==> config.mk <==
export PLATFORM = sky130hd
export DESIGN_NAME = ble_beacon_type_classifier_unit
export DESIGN_NICKNAME = d
export VERILOG_FILES = /design/src/hw/rtl/bbtc_pkg.sv /design/src/hw/rtl/ble_beacon_type_classifier_unit.sv
export SDC_FILE = /design/constraint.sdc
export NUM_CORES = 1
export LEC_CHECK = 0
export ABC_CLOCK_PERIOD_IN_PS = 5500
export BUFFER_PORTS_ARGS = -buffer_cell sky130_fd_sc_hd__buf_2
export CORE_MARGIN = 4
export CORE_UTILIZATION = 55
export CTS_BUF_LIST = sky130_fd_sc_hd__clkbuf_4
export CTS_CLUSTER_DIAMETER = 50
export DETAILED_ROUTE_END_ITERATION = 7
export HOLD_SLACK_MARGIN = 0.02
export PLACE_DENSITY = 0.74
export SLEW_MARGIN = 20
export SYNTH_ARGS = -nofsm -noshare
export SYNTH_HDL_FRONTEND = slang
export SYNTH_SLANG_ARGS = --single-unit
==> constraint.sdc <==
create_clock -name clk_i -period 5.5 [get_ports clk_i]
set_input_delay 0.275 -clock clk_i [delete_from_list [all_inputs] [get_ports clk_i]]
set_output_delay 0.275 -clock clk_i [all_outputs]
set_load 0.02 [all_outputs]
==> src/hw/rtl/bbtc_pkg.sv <==
// Package for the advertisement type classifier: item structs, verdict codes,
// structure type codes and the door sensor name table. No dependencies.
`default_nettype none

package bbtc_pkg;

  localparam int AdvMaxBytes = 31;

  localparam logic [7:0] TypeMfg    = 8'hFF;
  localparam logic [7:0] TypeSvc    = 8'h16;
  localparam logic [7:0] TypeUuid16 = 8'h03;
  localparam logic [7:0] TypeName   = 8'h09;

  localparam int SeenMfg  = 0;
  localparam int SeenSvc  = 1;
  localparam int SeenUuid = 2;
  localparam int SeenName = 3;

  localparam logic [15:0] CompanyId   = 16'h004C;
  localparam logic [15:0] MfgBeaconId = 16'h1502;
  localparam logic [15:0] SvcBeaconId = 16'hFEAA;
  localparam logic [15:0] SensorId    = 16'hFE95;
  localparam logic [15:0] ThermoId    = 16'h181A;

  localparam logic [7:0] FrameCodeUid = 8'h00;
  localparam logic [7:0] FrameCodeUrl = 8'h10;
  localparam logic [7:0] FrameCodeTlm = 8'h20;

  typedef enum logic [2:0] {
    KindNone    = 3'd0,
    KindMfg     = 3'd1,
    KindService = 3'd2,
    KindSensor  = 3'd3,
    KindDoor    = 3'd4,
    KindThermo  = 3'd5
  } kind_e;

  typedef enum logic [1:0] {
    FrameUid  = 2'd0,
    FrameUrl  = 2'd1,
    FrameTlm  = 2'd2,
    FrameNone = 2'd3
  } frame_e;

  typedef struct packed {
    logic [7:0] data_byte;
    logic       last_byte;
  } bbtc_in_t;

  typedef struct packed {
    logic [2:0] broadcaster_kind;
    logic [1:0] service_frame_kind;
  } bbtc_out_t;

  function automatic logic [7:0] door_name_byte(input logic [3:0] idx);
    logic [7:0] b;
    unique case (idx)
      4'd0:  b = 8'h42;
      4'd1:  b = 8'h65;
      4'd2:  b = 8'h65;
      4'd3:  b = 8'h57;
      4'd4:  b = 8'h69;
      4'd5:  b = 8'h20;
      4'd6:  b = 8'h53;
      4'd7:  b = 8'h6D;
      4'd8:  b = 8'h61;
      4'd9:  b = 8'h72;
      4'd10: b = 8'h74;
      4'd11: b = 8'h20;
      4'd12: b = 8'h44;
      4'd13: b = 8'h6F;
      4'd14: b = 8'h6F;
      4'd15: b = 8'h72;
      default: b = 8'h00;
    endcase
    return b;
  endfunction

endpackage

`default_nettype wire

==> src/hw/rtl/ble_beacon_type_classifier_unit.sv <==
// Advertisement type classifier top level: LTV walk, capture and verdict.
// Depends on bbtc_pkg.
//
//   channel | direction | handshake              | payload
//   in      | input     | in_valid_i/in_ready_o  | in_item_i  (data_byte, last_byte)
//   out     | output    | out_valid_o/out_ready_i| out_item_o (broadcaster_kind, frame)
//
// One item per cycle; the walk state updates at the accepting edge.
// The verdict for a last byte is registered in the result register when that byte is accepted.
// Walk state returns to its reset values after each last byte.
// in_ready_o drops only while a result waits and out_ready_i is low.
`default_nettype none

module ble_beacon_type_classifier_unit (
  input  wire                  clk_i,
  input  wire                  rst_ni,
  input  wire                  in_valid_i,
  output logic                 in_ready_o,
  input  bbtc_pkg::bbtc_in_t   in_item_i,
  output logic                 out_valid_o,
  input  wire                  out_ready_i,
  output bbtc_pkg::bbtc_out_t  out_item_o
);
  import bbtc_pkg::*;

  logic [7:0]  remaining_q, remaining_w, remaining_d;
  logic [7:0]  type_q, type_w, type_d;
  logic [7:0]  offset_q, offset_w, offset_d;
  logic        stopped_q, stopped_w, stopped_d;
  logic [3:0]  seen_q, seen_w, seen_d;
  logic [7:0]  mfg_len_q, mfg_len_w, mfg_len_d;
  logic [31:0] mfg_head_q, mfg_head_w, mfg_head_d;
  logic [7:0]  svc_len_q, svc_len_w, svc_len_d;
  logic [31:0] svc_head_q, svc_head_w, svc_head_d;
  logic [7:0]  uuid_len_q, uuid_len_w, uuid_len_d;
  logic [15:0] uuid_val_q, uuid_val_w, uuid_val_d;
  logic [7:0]  name_len_q, name_len_w, name_len_d;
  logic        name_ok_q, name_ok_w, name_ok_d;
  logic [7:0]  byte_pos_q, byte_pos_d;

  logic        out_valid_q, out_valid_d;
  bbtc_out_t   out_item_q;
  bbtc_out_t   verdict;

  logic        in_acc;
  logic        last;
  logic [7:0]  b;

  assign in_ready_o  = !out_valid_q || out_ready_i;
  assign in_acc      = in_valid_i && in_ready_o;
  assign b           = in_item_i.data_byte;
  assign last        = in_item_i.last_byte;
  assign out_valid_o = out_valid_q;
  assign out_item_o  = out_item_q;

  // structure walk for the current byte
  always_comb begin
    logic [7:0] d;
    logic [7:0] rem_n;
    logic [4:0] sh;
    d     = offset_q - 8'd1;
    rem_n = remaining_q - 8'd1;
    sh    = {d[1:0], 3'b000};
    remaining_w = remaining_q;
    type_w      = type_q;
    offset_w    = offset_q;
    stopped_w   = stopped_q;
    seen_w      = seen_q;
    mfg_len_w   = mfg_len_q;
    mfg_head_w  = mfg_head_q;
    svc_len_w   = svc_len_q;
    svc_head_w  = svc_head_q;
    uuid_len_w  = uuid_len_q;
    uuid_val_w  = uuid_val_q;
    name_len_w  = name_len_q;
    name_ok_w   = name_ok_q;
    if (!stopped_q && (byte_pos_q < 8'(AdvMaxBytes))) begin
      if (remaining_q == 8'd0) begin
        if (b == 8'd0) begin
          stopped_w = 1'b1;
        end else begin
          remaining_w = b;
          offset_w    = 8'd0;
        end
      end else begin
        if (offset_q == 8'd0) begin
          type_w = b;
        end else if (type_q == TypeMfg && !seen_q[SeenMfg]) begin
          if (d < 8'd4) mfg_head_w[sh +: 8] = mfg_head_q[sh +: 8] | b;
        end else if (type_q == TypeSvc && !seen_q[SeenSvc]) begin
          if (d < 8'd4) svc_head_w[sh +: 8] = svc_head_q[sh +: 8] | b;
        end else if (type_q == TypeUuid16 && !seen_q[SeenUuid]) begin
          if (d < 8'd2) uuid_val_w[sh[3:0] +: 8] = uuid_val_q[sh[3:0] +: 8] | b;
        end else if (type_q == TypeName && !seen_q[SeenName]) begin
          if (d < 8'd16 && b != door_name_byte(d[3:0])) name_ok_w = 1'b0;
        end
        offset_w    = offset_q + 8'd1;
        remaining_w = rem_n;
        // commit: data length equals the old offset
        if (rem_n == 8'd0) begin
          if (type_w == TypeMfg && !seen_q[SeenMfg]) begin
            seen_w[SeenMfg] = 1'b1;
            mfg_len_w       = offset_q;
          end else if (type_w == TypeSvc && !seen_q[SeenSvc]) begin
            seen_w[SeenSvc] = 1'b1;
            svc_len_w       = offset_q;
          end else if (type_w == TypeUuid16 && !seen_q[SeenUuid]) begin
            seen_w[SeenUuid] = 1'b1;
            uuid_len_w       = offset_q;
          end else if (type_w == TypeName && !seen_q[SeenName]) begin
            seen_w[SeenName] = 1'b1;
            name_len_w       = offset_q;
          end
        end
      end
    end
  end

  // verdict on the post-walk state
  always_comb begin
    logic [7:0] p;
    logic [7:0] ft;
    logic       svc_frame_ok;
    p  = svc_len_w - 8'd3;
    ft = svc_head_w[23:16];
    svc_frame_ok = seen_w[SeenUuid] && uuid_len_w == 8'd2 && uuid_val_w == SvcBeaconId &&
                   seen_w[SeenSvc] && svc_len_w >= 8'd3 && svc_head_w[15:0] == SvcBeaconId;
    verdict.broadcaster_kind   = KindNone;
    verdict.service_frame_kind = FrameNone;
    priority if (seen_w[SeenMfg] && mfg_len_w >= 8'd25 &&
                 mfg_head_w[15:0] == CompanyId && mfg_head_w[31:16] == MfgBeaconId) begin
      verdict.broadcaster_kind = KindMfg;
    end else if (svc_frame_ok && ft == FrameCodeUid && (p == 8'd19 || p == 8'd17)) begin
      verdict.broadcaster_kind   = KindService;
      verdict.service_frame_kind = FrameUid;
    end else if (svc_frame_ok && ft == FrameCodeUrl && p >= 8'd2) begin
      verdict.broadcaster_kind   = KindService;
      verdict.service_frame_kind = FrameUrl;
    end else if (svc_frame_ok && ft == FrameCodeTlm && p == 8'd13) begin
      verdict.broadcaster_kind   = KindService;
      verdict.service_frame_kind = FrameTlm;
    end else if (seen_w[SeenSvc] && svc_len_w >= 8'd13 &&
                 svc_head_w[15:0] == SensorId) begin
      verdict.broadcaster_kind = KindSensor;
    end else if (!(seen_w[SeenName] && name_len_w == 8'd16 && !name_ok_w) &&
                 seen_w[SeenMfg] && mfg_len_w == 8'd7) begin
      verdict.broadcaster_kind = KindDoor;
    end else if (seen_w[SeenSvc] && svc_len_w >= 8'd17 &&
                 svc_head_w[31:16] == ThermoId) begin
      verdict.broadcaster_kind = KindThermo;
    end
  end

  always_comb begin
    remaining_d = remaining_q;
    type_d      = type_q;
    offset_d    = offset_q;
    stopped_d   = stopped_q;
    seen_d      = seen_q;
    mfg_len_d   = mfg_len_q;
    mfg_head_d  = mfg_head_q;
    svc_len_d   = svc_len_q;
    svc_head_d  = svc_head_q;
    uuid_len_d  = uuid_len_q;
    uuid_val_d  = uuid_val_q;
    name_len_d  = name_len_q;
    name_ok_d   = name_ok_q;
    byte_pos_d  = byte_pos_q;
    out_valid_d = out_valid_q && !out_ready_i;
    if (in_acc) begin
      if (last) begin
        remaining_d = '0;
        type_d      = '0;
        offset_d    = '0;
        stopped_d   = 1'b0;
        seen_d      = '0;
        mfg_len_d   = '0;
        mfg_head_d  = '0;
        svc_len_d   = '0;
        svc_head_d  = '0;
        uuid_len_d  = '0;
        uuid_val_d  = '0;
        name_len_d  = '0;
        name_ok_d   = 1'b1;
        byte_pos_d  = '0;
        out_valid_d = 1'b1;
      end else begin
        remaining_d = remaining_w;
        type_d      = type_w;
        offset_d    = offset_w;
        stopped_d   = stopped_w;
        seen_d      = seen_w;
        mfg_len_d   = mfg_len_w;
        mfg_head_d  = mfg_head_w;
        svc_len_d   = svc_len_w;
        svc_head_d  = svc_head_w;
        uuid_len_d  = uuid_len_w;
        uuid_val_d  = uuid_val_w;
        name_len_d  = name_len_w;
        name_ok_d   = name_ok_w;
        byte_pos_d  = (byte_pos_q == 8'hFF) ? byte_pos_q : byte_pos_q + 8'd1;
      end
    end
  end

  always_ff @(posedge clk_i or negedge rst_ni) begin
    if (!rst_ni) begin
      remaining_q <= '0;
      type_q      <= '0;
      offset_q    <= '0;
      stopped_q   <= 1'b0;
      seen_q      <= '0;
      mfg_len_q   <= '0;
      mfg_head_q  <= '0;
      svc_len_q   <= '0;
      svc_head_q  <= '0;
      uuid_len_q  <= '0;
      uuid_val_q  <= '0;
      name_len_q  <= '0;
      name_ok_q   <= 1'b1;
      byte_pos_q  <= '0;
      out_valid_q <= 1'b0;
    end else begin
      remaining_q <= remaining_d;
      type_q      <= type_d;
      offset_q    <= offset_d;
      stopped_q   <= stopped_d;
      seen_q      <= seen_d;
      mfg_len_q   <= mfg_len_d;
      mfg_head_q  <= mfg_head_d;
      svc_len_q   <= svc_len_d;
      svc_head_q  <= svc_head_d;
      uuid_len_q  <= uuid_len_d;
      uuid_val_q  <= uuid_val_d;
      name_len_q  <= name_len_d;
      name_ok_q   <= name_ok_d;
      byte_pos_q  <= byte_pos_d;
      out_valid_q <= out_valid_d;
    end
  end

  always_ff @(posedge clk_i) begin
    if (in_acc && last) begin
      out_item_q <= verdict;
    end
  end

`ifndef SYNTHESIS
  a_last_gives_result: assert property (@(posedge clk_i) disable iff (!rst_ni)
    in_acc && last |=> out_valid_q)
    else $error("no result after last byte");

  a_result_from_last: assert property (@(posedge clk_i) disable iff (!rst_ni)
    $rose(out_valid_q) |-> $past(in_acc && last))
    else $error("result without last byte");

  a_walk_cleared: assert property (@(posedge clk_i) disable iff (!rst_ni)
    in_acc && last |=> remaining_q == 8'd0 && seen_q == 4'd0 && !stopped_q &&
                      byte_pos_q == 8'd0 && name_ok_q)
    else $error("walk state not cleared after last byte");

  a_frame_only_service: assert property (@(posedge clk_i) disable iff (!rst_ni)
    out_valid_q && out_item_q.broadcaster_kind != KindService |->
      out_item_q.service_frame_kind == FrameNone)
    else $error("frame kind set for non-service verdict");

  a_stop_between_structs: assert property (@(posedge clk_i) disable iff (!rst_ni)
    remaining_q != 8'd0 |-> !stopped_q)
    else $error("walk stopped inside a structure");
`endif

endmodule

`default_nettype wire

==> results.sh, run 1 <==
export IMPL_max_slew_margin=0.3488
export IMPL_final_max_slew_viol_count=0
export IMPL_synth_commonest_cells="nand2_1 (154), dfrtp_1 (150), o21ai_0 (139)"
export IMPL_pwr_share_comb=0.434
export IMPL_worstMarginPinSlew_ns=0.9687
export IMPL_cts_path_max_buffers=2
export IMPL_drive_above_1_share=0.1189
export IMPL_min_path_type="in -> reg"
export IMPL_grt_overflow_total=0
export IMPL_syn_nets=1173
export IMPL_p_sw_w=0.001620
export IMPL_cts_tree="built"
export IMPL_via_per_inst=6.731
export IMPL_die_height_um=142.1
export IMPL_cp_max_fo=11
export IMPL_grt_start_max_net_pins=93
export IMPL_vdd_drop_max_v=0.0003101
export IMPL_grt_pass1_vias=8663
export IMPL_antenna_left=0
export IMPL_dr_pass1_iters=5
export IMPL_drt_iter0_markers=1406
export IMPL_synth_ff_type="dfrtp_1"
export IMPL_synth_top_cell_area_share=0.3794
export IMPL_fin_nets=1177
export IMPL_synth_area_per_cell_um2=8.649
export IMPL_clkLatencyLatePin_ns=0.61
export IMPL_switching_share=0.4310
export IMPL_crit_arrival_ns=5.48
export IMPL_synth_top_cell_by_area="dfrtp_1"
export IMPL_synth_edf_count=5
export IMPL_maxCapViolCount=0
export IMPL_dp_cells=1350
export IMPL_syn_to_final_growth_pct=6.462
export IMPL_syn_cell_area_um2=9894
export IMPL_wl_mm=30.20
export IMPL_die_x_um=142.1
export IMPL_min_period_ns=5.143
export IMPL_power_density_nw_per_um2=356.7
export IMPL_wl_per_cell_um=21.75
export IMPL_hold_viol_final=0
export IMPL_setup_violations=0
export IMPL_cellLeakagePower_nw=4.285
export IMPL_synthTopCellsByArea="dfrtp_1 (38%), o21ai_0 (7.0%), nand2_1 (5.8%)"
export IMPL_synthCells=1144
export IMPL_nFillCells=1534
export IMPL_p_clk_frac=0.203
export IMPL_path_class="reg -> reg"
export IMPL_worstSetupEndpointType="flop"
export IMPL_hold_slack_ns=0.04042
export IMPL_ys_async_sr_fraction=0.9679
export IMPL_clockRootBuffer="clkbuf_4"
export IMPL_gp_congestion=0.9456
export IMPL_grt_use_total=0.3045
export IMPL_route_detailed_drc=0
export IMPL_num_rows=48
export IMPL_final_cell_area_um2=10530
export IMPL_clkTransAtPathRegs_ns=0.13
export IMPL_dp_hpwl_mm=20.83
export IMPL_dieArea_um2=20200
export IMPL_post_dp_cell_area_um2=10180
export IMPL_cts_buffers=17
export IMPL_antenna_found_initial=1
export IMPL_outcome="complete, no violations"
export IMPL_start_kind="flop"
export IMPL_yosysMostFrequentCell="nand2_1"
export IMPL_yosysSeqAreaShare=0.3972
export IMPL_numPortBuffers=19
export IMPL_core_um2=17480
export IMPL_vias=9342
export IMPL_r2r_slack_ns=0.36
export IMPL_ys_types=88
export IMPL_cts_max_level=4
export IMPL_initial_core_util=0.5662
export IMPL_min_period_over_period=0.9351
export IMPL_cts_sinks=156
export IMPL_fin_skew_ns=0.02567
export IMPL_ys_ff_latch=156
export IMPL_p_seq_frac=0.363
export IMPL_num_io_pins=20
export IMPL_instances_no_fill=1388
export IMPL_internal_power_w=0.002138
export IMPL_grt_pass1_wl_mm=48.33
export IMPL_cp_required_ns=5.84
export IMPL_timing_fmax_mhz=194.4
export IMPL_yosys_warnings=0
-- metal layers --
| metal | track usage | share of wire |
|---|---|---|
| met3 | 0.07056 | 0.095 |
| met5 | 0 | 0 |
| met2 | 0.4482 | 0.44 |
| met1 | 0.4522 | 0.44 |
| met4 | 0.08636 | 0.026 |
-- timing repair --
action,4_1_cts,5_1_grt
endpoints found under the hold margin,91,0
hold buffers,1,0
endpoints found under the setup margin,0,2
resized for setup,0,4
buffers inserted,0,3
-- cell usage in the layout (no fill, tap or decap), types with 16 or more instances in the layout --
cell type / instances
mux2i_1: 20
buf_2: 18
xnor2_1: 16
a22oi_1: 35
nor2_1: 108
inv_1: 18
nor3_1: 34
clkbuf_4: 18
dfrtp_1: 149
nor4_1: 25
nand3_1: 32
nand2_1: 153
o21ai_0: 139
ha_1: 16
buf_4: 36
a21oi_1: 50
-- critical path, cell delays in order (launching register included) --
cell and delay, ns:
dfrtp_1 0.45, ha_1 0.24, and4_1 0.25, nor2b_1 0.27
nand4_1 0.30, nor3_4 0.40, mux2i_2 0.34, inv_1 0.11
ha_1 0.21, buf_4 0.17, or4b_2 0.63, a211o_1 0.27
o21ai_0 0.07, mux2i_1 0.12, o311ai_1 0.33, inv_1 0.07
o211a_1 0.23, a2111oi_1 0.41
-- state kept, by name, indices dropped and copies added (netlist names) --
| name | flops |
|---|---|
| remaining_q | 8 |
| name_len_q | 8 |
| type_q | 8 |
| offset_q | 8 |
| svc_head_q | 32 |
| svc_len_q | 8 |
| uuid_len_q | 8 |
| seen_q | 4 |
| name_ok_q | 1 |
| mfg_len_q | 8 |
| byte_pos_q | 8 |
| mfg_head_q | 32 |
| out_item_o | 5 |
| uuid_val_q | 16 |
| out_valid_o | 1 |
| stopped_q | 1 |
-- metrics by stage --
stage | utilization | setup TNS, ns | worst slack [ns] | total power, W
3_5_place_dp | 0.5826 | -0.1146 | -0.1146 | 0.002963
5_1_grt | 0.6027 | -0.01465 | -0.01465 | 0.003964
3_3_place_gp | 0.5826 | 0 | 0.2382 | 0.002943
2_1_floorplan | - | 0 | 0.08342 | 0.002534
6_report | 0.6027 | 0 | 0.3571 | 0.003758
4_1_cts | 0.6004 | 0 | 0.1436 | 0.003721
-- cell type report --
| class | instances | area (um2) | area share |
|---|---|---|---|
| antenna | 2 | 5.005 | 0.0004751 |
| clock buffer | 18 | 135.1 | 0.01283 |
| clock inverter | 14 | 165.2 | 0.01568 |
| inverter | 19 | 71.32 | 0.006770 |
| multi-input combinational | 898 | 5563 | 0.5281 |
| sequential | 156 | 3931 | 0.3732 |
| tap | 225 | 281.5 | 0.02673 |
| timing repair buffer | 56 | 381.6 | 0.03623 |
-- path summary, 6_finish.rpt --
| check | cells after the start | endpoint | from |
|---|---|---|---|
| setup / recovery | 17 | out_item_o[4] | byte_pos_q[0] |
| hold / removal | 3 | out_valid_o | out_ready_i |
| setup reg to reg | 17 | out_item_o[4] | byte_pos_q[0] |
| hold reg to reg | 2 | name_len_q[0] | name_len_q[0] |
| max in group asynchronous | 3 | mfg_head_q[31] | rst_ni |
| min in group asynchronous | 2 | mfg_len_q[7] | rst_ni |
-- power groups by stage --
stage / Clock, W / Sequential (W) / Combinational, W
after floorplan: 0 / 0.00135 / 0.00118
after global placement: 0 / 0.00138 / 0.00157
after detailed placement: 0 / 0.00138 / 0.00158
after CTS: 0.000772 / 0.00136 / 0.00159
after global routing: 0.000825 / 0.00138 / 0.00176
final: 0.000763 / 0.00136 / 0.00163
-- cell families after synthesis --
kind of cell	synth area share
AO/OA/AOI/OAI	0.2088
multiplexers	0.05551
AND/OR/NAND/NOR	0.2572
adder cells (fa/ha/maj)	0.02023
buffers and inverters	0.04249
flip-flops	0.3972
XOR/XNOR	0.01859
No activity file was read; power rests on OpenSTA's default activity.
==> run 2: changes to the inputs <==
--- a/config.mk
+++ b/config.mk
@@ -6,14 +6,14 @@
 export NUM_CORES = 1
 export LEC_CHECK = 0
 export ABC_CLOCK_PERIOD_IN_PS = 5500
-export BUFFER_PORTS_ARGS = -buffer_cell sky130_fd_sc_hd__buf_2
 export CORE_MARGIN = 4
 export CORE_UTILIZATION = 55
 export CTS_BUF_LIST = sky130_fd_sc_hd__clkbuf_4
 export CTS_CLUSTER_DIAMETER = 50
 export DETAILED_ROUTE_END_ITERATION = 7
+export DONT_BUFFER_PORTS = 1
 export HOLD_SLACK_MARGIN = 0.02
-export PLACE_DENSITY = 0.74
+export PLACE_DENSITY = 0.73
 export SLEW_MARGIN = 20
 export SYNTH_ARGS = -nofsm -noshare
 export SYNTH_HDL_FRONTEND = slang
==> results.sh, run 2 (same netlist as run 1, synthesis figures left out) <==
export IMPL_grt_pass1_vias=8578
export IMPL_cts_sinks=156
export IMPL_cts_max_level=4
export IMPL_cp_max_fo=11
export IMPL_num_io_pins=20
export IMPL_regArea_um2=3931
export IMPL_worstMarginPinSlew_ns=1.019
export IMPL_r2r_start="byte_pos_q[0]"
export IMPL_die_height_um=142.1
export IMPL_crit_start="byte_pos_q[0]"
export IMPL_core_um2=17480
export IMPL_setup_tns_ns=0
export IMPL_dieArea_um2=20200
export IMPL_worstSetupEndpointType="flop"
export IMPL_final_max_slew_viol_count=0
export IMPL_antenna_found_initial=1
export IMPL_via_per_inst=6.837
export IMPL_crit_arrival_ns=5.41
export IMPL_multiInputGateArea_um2=5555
export IMPL_cellLeakagePower_nw=4.200
export IMPL_layout_commonest_cell="nand2_1"
export IMPL_path_class="reg -> reg"
export IMPL_min_period_ns=5.039
export IMPL_power_density_nw_per_um2=362.5
export IMPL_vias=9332
export IMPL_die_x_um=142.1
export IMPL_maxCapViolCount=0
export IMPL_cts_tree="built"
export IMPL_grt_start_max_net_pins=152
export IMPL_grt_overflow_total=0
export IMPL_nFillCells=1529
export IMPL_clkTransAtPathRegs_ns=0.14
export IMPL_cp_required_ns=5.87
export IMPL_start_kind="flop"
export IMPL_antenna_left=0
export IMPL_wl_mm=30.67
export IMPL_wl_per_cell_um=22.47
export IMPL_min_from="in_item_i[5]"
export IMPL_hold_viol_final=0
export IMPL_syn_to_final_growth_pct=5.956
export IMPL_reg_top3="mfg_head_q: 32 flops, svc_head_q: 32 flops, uuid_val_q: 16 flops"
export IMPL_min_path_type="in -> reg"
export IMPL_p_total_w=0.003800
export IMPL_num_rows=48
export IMPL_post_dp_cell_area_um2=9991
export IMPL_max_slew_margin=0.3205
export IMPL_grt_use_total=0.3081
export IMPL_grt_pass1_wl_mm=48.85
export IMPL_cts_path_max_buffers=2
export IMPL_fin_skew_ns=0.03838
export IMPL_outcome="complete, no violations"
export IMPL_gp_congestion=0.9752
export IMPL_setup_violations=0
export IMPL_clockRootBuffer="clkbuf_4"
export IMPL_hold_slack_ns=0.05610
export IMPL_clkLatencyLatePin_ns=0.61
export IMPL_rsz0062_at_grt="no"
export IMPL_vdd_drop_max_v=0.0003202
export IMPL_layout_common_cells="nand2_1 (153), dfrtp_1 (149), o21ai_0 (139)"
export IMPL_numPortBuffers=0
export IMPL_dp_hpwl_mm=19.88
export IMPL_fin_nets=1155
export IMPL_initial_core_util=0.5662
export IMPL_drive_above_1_share=0.09043
export IMPL_route_detailed_drc=0
export IMPL_drt_iter0_markers=1413
export IMPL_dr_pass1_iters=6
export IMPL_cts_buffers=17
export IMPL_timing_fmax_mhz=198.4
export IMPL_final_util=0.5999
export IMPL_min_period_over_period=0.9162
export IMPL_final_cell_area_um2=10480
==> run 2: area by class of cell <==
type,instances,area share
multi-input combinational,898,0.5299
sequential,156,0.3750
timing repair buffer,34,0.03008
tap,225,0.02685
clock inverter,14,0.01826
clock buffer,18,0.01289
inverter,19,0.006803
antenna,1,0.0002387
==> run 2: where the power goes <==
| group | internal, W | switching (W) |
|---|---|---|
| registers | 0.00125 | 0.000115 |
| clock network | 0.000367 | 0.000451 |
| logic | 0.000575 | 0.00104 |
| total | 0.00219 | 0.00161 |
==> run 2: per-stage QoR <==
step | cells | setup slack (ns)
after CTS | 1364 | 0.3074
final | 1365 | 0.4608
after detailed placement | 1319 | 0.3384
after global routing | 1365 | 0.06000
after floorplan | 1144 | 0.08342
after global placement | 1319 | 0.6206
==> run 2: timing repair <==
action,4_1_cts,5_1_grt
hold endpoints to repair,230,0
setup endpoints to repair,0,1
hold buffers,13,0
resized for setup,0,2
setup buffers,0,0
==> run 2: critical path, cell delays in order (launching register included) <==
cell       delay [ns]
dfrtp_1          0.46
ha_1             0.26
and4_1           0.25
nor2b_1          0.26
nand4_1          0.28
nor3_4           0.32
mux2i_1          0.40
inv_1            0.12
ha_1             0.21
buf_4            0.17
or4b_2           0.64
a211o_1          0.28
o21ai_0          0.08
mux2i_1          0.13
o311ai_1         0.37
inv_1            0.07
o211a_1          0.23
a2111oi_1        0.29
==> run 2: metal layers <==
metal	wire length, um	part of all wire	global-route usage	vias to the layer above
met4	1076	0.035	0.1131	0
met1	12720	0.41	0.4465	4422
met3	3736	0.12	0.08636	99
met5	0	0	0	-
li1	-	-	-	4209
met2	13130	0.43	0.4425	602
==> run 2: worst paths after layout <==
path,endpoint,slack (ns),cells after the start
max in group asynchronous,offset_q[0],4.41,2
min reg2reg,uuid_len_q[1],0.49,2
max reg2reg,out_item_o[4],0.46,17
max,out_item_o[4],0.46,17
min in group asynchronous,seen_q[2],0.36,2
min,stopped_q,0.06,5
==> run 3: changes to the inputs <==
--- a/config.mk
+++ b/config.mk
@@ -5,15 +5,15 @@
 export SDC_FILE = /design/constraint.sdc
 export NUM_CORES = 1
 export LEC_CHECK = 0
-export ABC_CLOCK_PERIOD_IN_PS = 5500
+export ABC_CLOCK_PERIOD_IN_PS = 4350
 export CORE_MARGIN = 4
-export CORE_UTILIZATION = 55
+export CORE_UTILIZATION = 52
 export CTS_BUF_LIST = sky130_fd_sc_hd__clkbuf_4
 export CTS_CLUSTER_DIAMETER = 50
 export DETAILED_ROUTE_END_ITERATION = 7
 export DONT_BUFFER_PORTS = 1
 export HOLD_SLACK_MARGIN = 0.02
-export PLACE_DENSITY = 0.73
+export PLACE_DENSITY = 0.7
 export SLEW_MARGIN = 20
 export SYNTH_ARGS = -nofsm -noshare
 export SYNTH_HDL_FRONTEND = slang
==> constraint.sdc (replaced) <==
create_clock -name clk_i -period 4.35 [get_ports clk_i]
set_input_delay 0.2175 -clock clk_i [delete_from_list [all_inputs] [get_ports clk_i]]
set_output_delay 0.2175 -clock clk_i [all_outputs]
set_load 0.02 [all_outputs]
==> results.sh, run 3 (same netlist as run 1, synthesis figures left out) <==
export IMPL_outcome="complete, no violations"
export IMPL_worstMarginPinSlew_ns=0.9452
export IMPL_clkTransAtPathRegs_ns=0.13
export IMPL_nFillCells=1651
export IMPL_cp_max_fo=4
export IMPL_drt_iter0_markers=1171
export IMPL_drive_above_1_share=0.1263
export IMPL_rsz0062_at_grt="yes"
export IMPL_clkLatencyLatePin_ns=0.59
export IMPL_route_detailed_drc=0
export IMPL_setup_slack_ns=0.1277
export IMPL_p_clk_frac=0.220
export IMPL_cts_tree="built"
export IMPL_worstRegToRegCells=16
export IMPL_min_path_type="in -> reg"
export IMPL_clockRootBuffer="clkbuf_4"
export IMPL_cellLeakagePower_nw=4.368
export IMPL_vias=9478
export IMPL_hold_slack_ns=0.05618
export IMPL_worstSetupEndpointType="flop"
export IMPL_p_sw_w=0.002084
export IMPL_core_um2=18710
export IMPL_internal_power_w=0.002975
export IMPL_wl_mm=32.35
export IMPL_fin_skew_ns=0.02627
export IMPL_dp_hpwl_mm=21.25
export IMPL_start_kind="flop"
export IMPL_min_period_ns=4.222
export IMPL_pwr_share_comb=0.439
export IMPL_p_seq_frac=0.341
export IMPL_antenna_found_initial=2
export IMPL_fin_nets=1183
export IMPL_cts_buffers=17
export IMPL_path_class="reg -> reg"
export IMPL_crit_arrival_ns=4.57
export IMPL_dieArea_um2=21300
export IMPL_die_height_um=145.9
export IMPL_cts_sinks=156
export IMPL_layout_common_cells="nand2_1 (152), dfrtp_1 (149), o21ai_0 (136)"
export IMPL_cts_path_max_buffers=2
export IMPL_num_io_pins=20
export IMPL_dr_pass1_iters=7
export IMPL_min_period_over_period=0.9706
export IMPL_via_per_inst=6.770
export IMPL_gp_congestion=0.9503
export IMPL_initial_core_util=0.5290
export IMPL_max_slew_margin=0.3536
export IMPL_grt_start_max_net_pins=152
export IMPL_grt_use_total=0.3001
export IMPL_antenna_left=0
export IMPL_vdd_drop_max_v=0.0003728
export IMPL_wl_per_cell_um=23.11
export IMPL_final_max_slew_viol_count=0
export IMPL_dp_cells=1346
export IMPL_maxCapViolCount=0
export IMPL_instances_no_fill=1400
export IMPL_die_x_um=145.9
export IMPL_cts_max_level=4
export IMPL_layout_commonest_cell="nand2_1"
export IMPL_worstHoldPathCells=3
export IMPL_grt_pass1_vias=8835
export IMPL_switching_share=0.4119
export IMPL_numPortBuffers=0
export IMPL_hold_viol_final=0
export IMPL_cp_required_ns=4.70
export IMPL_syn_to_final_growth_pct=10.24
export IMPL_power_density_nw_per_um2=463.7
export IMPL_grt_pass1_wl_mm=50.90
export IMPL_num_rows=50
export IMPL_reg_top3="mfg_head_q: 32 flops, svc_head_q: 32 flops, uuid_val_q: 16 flops"
export IMPL_timing_fmax_mhz=236.8
export IMPL_place_ws_ns=-0.02267
export IMPL_setup_violations=0
export IMPL_grt_overflow_total=0
-- run 3: through the flow --
step	cell area, um2	setup TNS (ns)	total power, W	utilization
4_1_cts	10770	0	0.004973	0.5759
5_1_grt	10910	-0.09709	0.005337	0.5830
6_report	10910	0	0.005058	0.5831
3_3_place_gp	10230	0	0.003768	0.5472
3_5_place_dp	10230	-0.02267	0.003780	0.5472
2_1_floorplan	10020	-0.2460	0.003269	-
-- run 3: what timing repair did --
action,in CTS,in global routing
setup buffers,1,7
hold buffers,13,0
endpoints found under the hold margin,256,0
endpoints found under the setup margin,2,5
resized for setup,1,12
pin swaps,1,8
cloned,0,2
-- run 3: final cells by class --
type                            instances  area (um2)  area share
Antenna cell                            2       5.005   0.0004588
Clock buffer                           18       135.1     0.01239
Clock inverter                         11       219.0     0.02007
Inverter                               19       77.57    0.007112
Multi-Input combinational cell        900        5724      0.5248
Sequential cell                       156        3931      0.3604
Tap cell                              234       292.8     0.02684
Timing Repair Buffer                   60       523.0     0.04795
-- run 3: final timing paths --
kind / slack, ns / to / start
setup / recovery: 0.13 / out_item_o[3] / type_q[3]
hold / removal: 0.06 / mfg_len_q[6] / in_item_i[0]
setup reg to reg: 0.13 / out_item_o[3] / type_q[3]
hold reg to reg: 0.49 / uuid_len_q[6] / uuid_len_q[6]
max in group asynchronous: 3.48 / svc_head_q[14] / rst_ni
min in group asynchronous: 0.29 / name_len_q[4] / rst_ni
-- run 3: per-layer routing --
layer / global-route usage / vias to the layer above / part of all wire
met4: 0.1140 / 2 / 0.042
li1: - / 4273 / -
met1: 0.4237 / 4554 / 0.41
met2: 0.4478 / 532 / 0.44
met5: 0 / - / 0.00022
met3: 0.07381 / 117 / 0.11
-- run 3: power groups by stage --
stage               combinational (W)  clock, W  sequential (W)
floorplan                     0.00156         0         0.00171
global placement              0.00202         0         0.00175
detailed placement            0.00203         0         0.00175
CTS                           0.00212   0.00113         0.00172
global route                  0.00240   0.00119         0.00174
finish                        0.00222   0.00111         0.00173
-- run 3: critical path: stages (launching register included) --
cell and delay (ns):
dfrtp_1 0.42, or4_4 0.58, nor3_4 0.21, mux2i_4 0.13, nor3_4 0.23, buf_12 0.15
mux2i_4 0.27, inv_2 0.08, ha_4 0.16, or4b_4 0.46, a211o_1 0.30, o21ai_1 0.10
mux2i_2 0.12, o311ai_2 0.26, inv_1 0.07, o211a_1 0.27, o21a_1 0.19
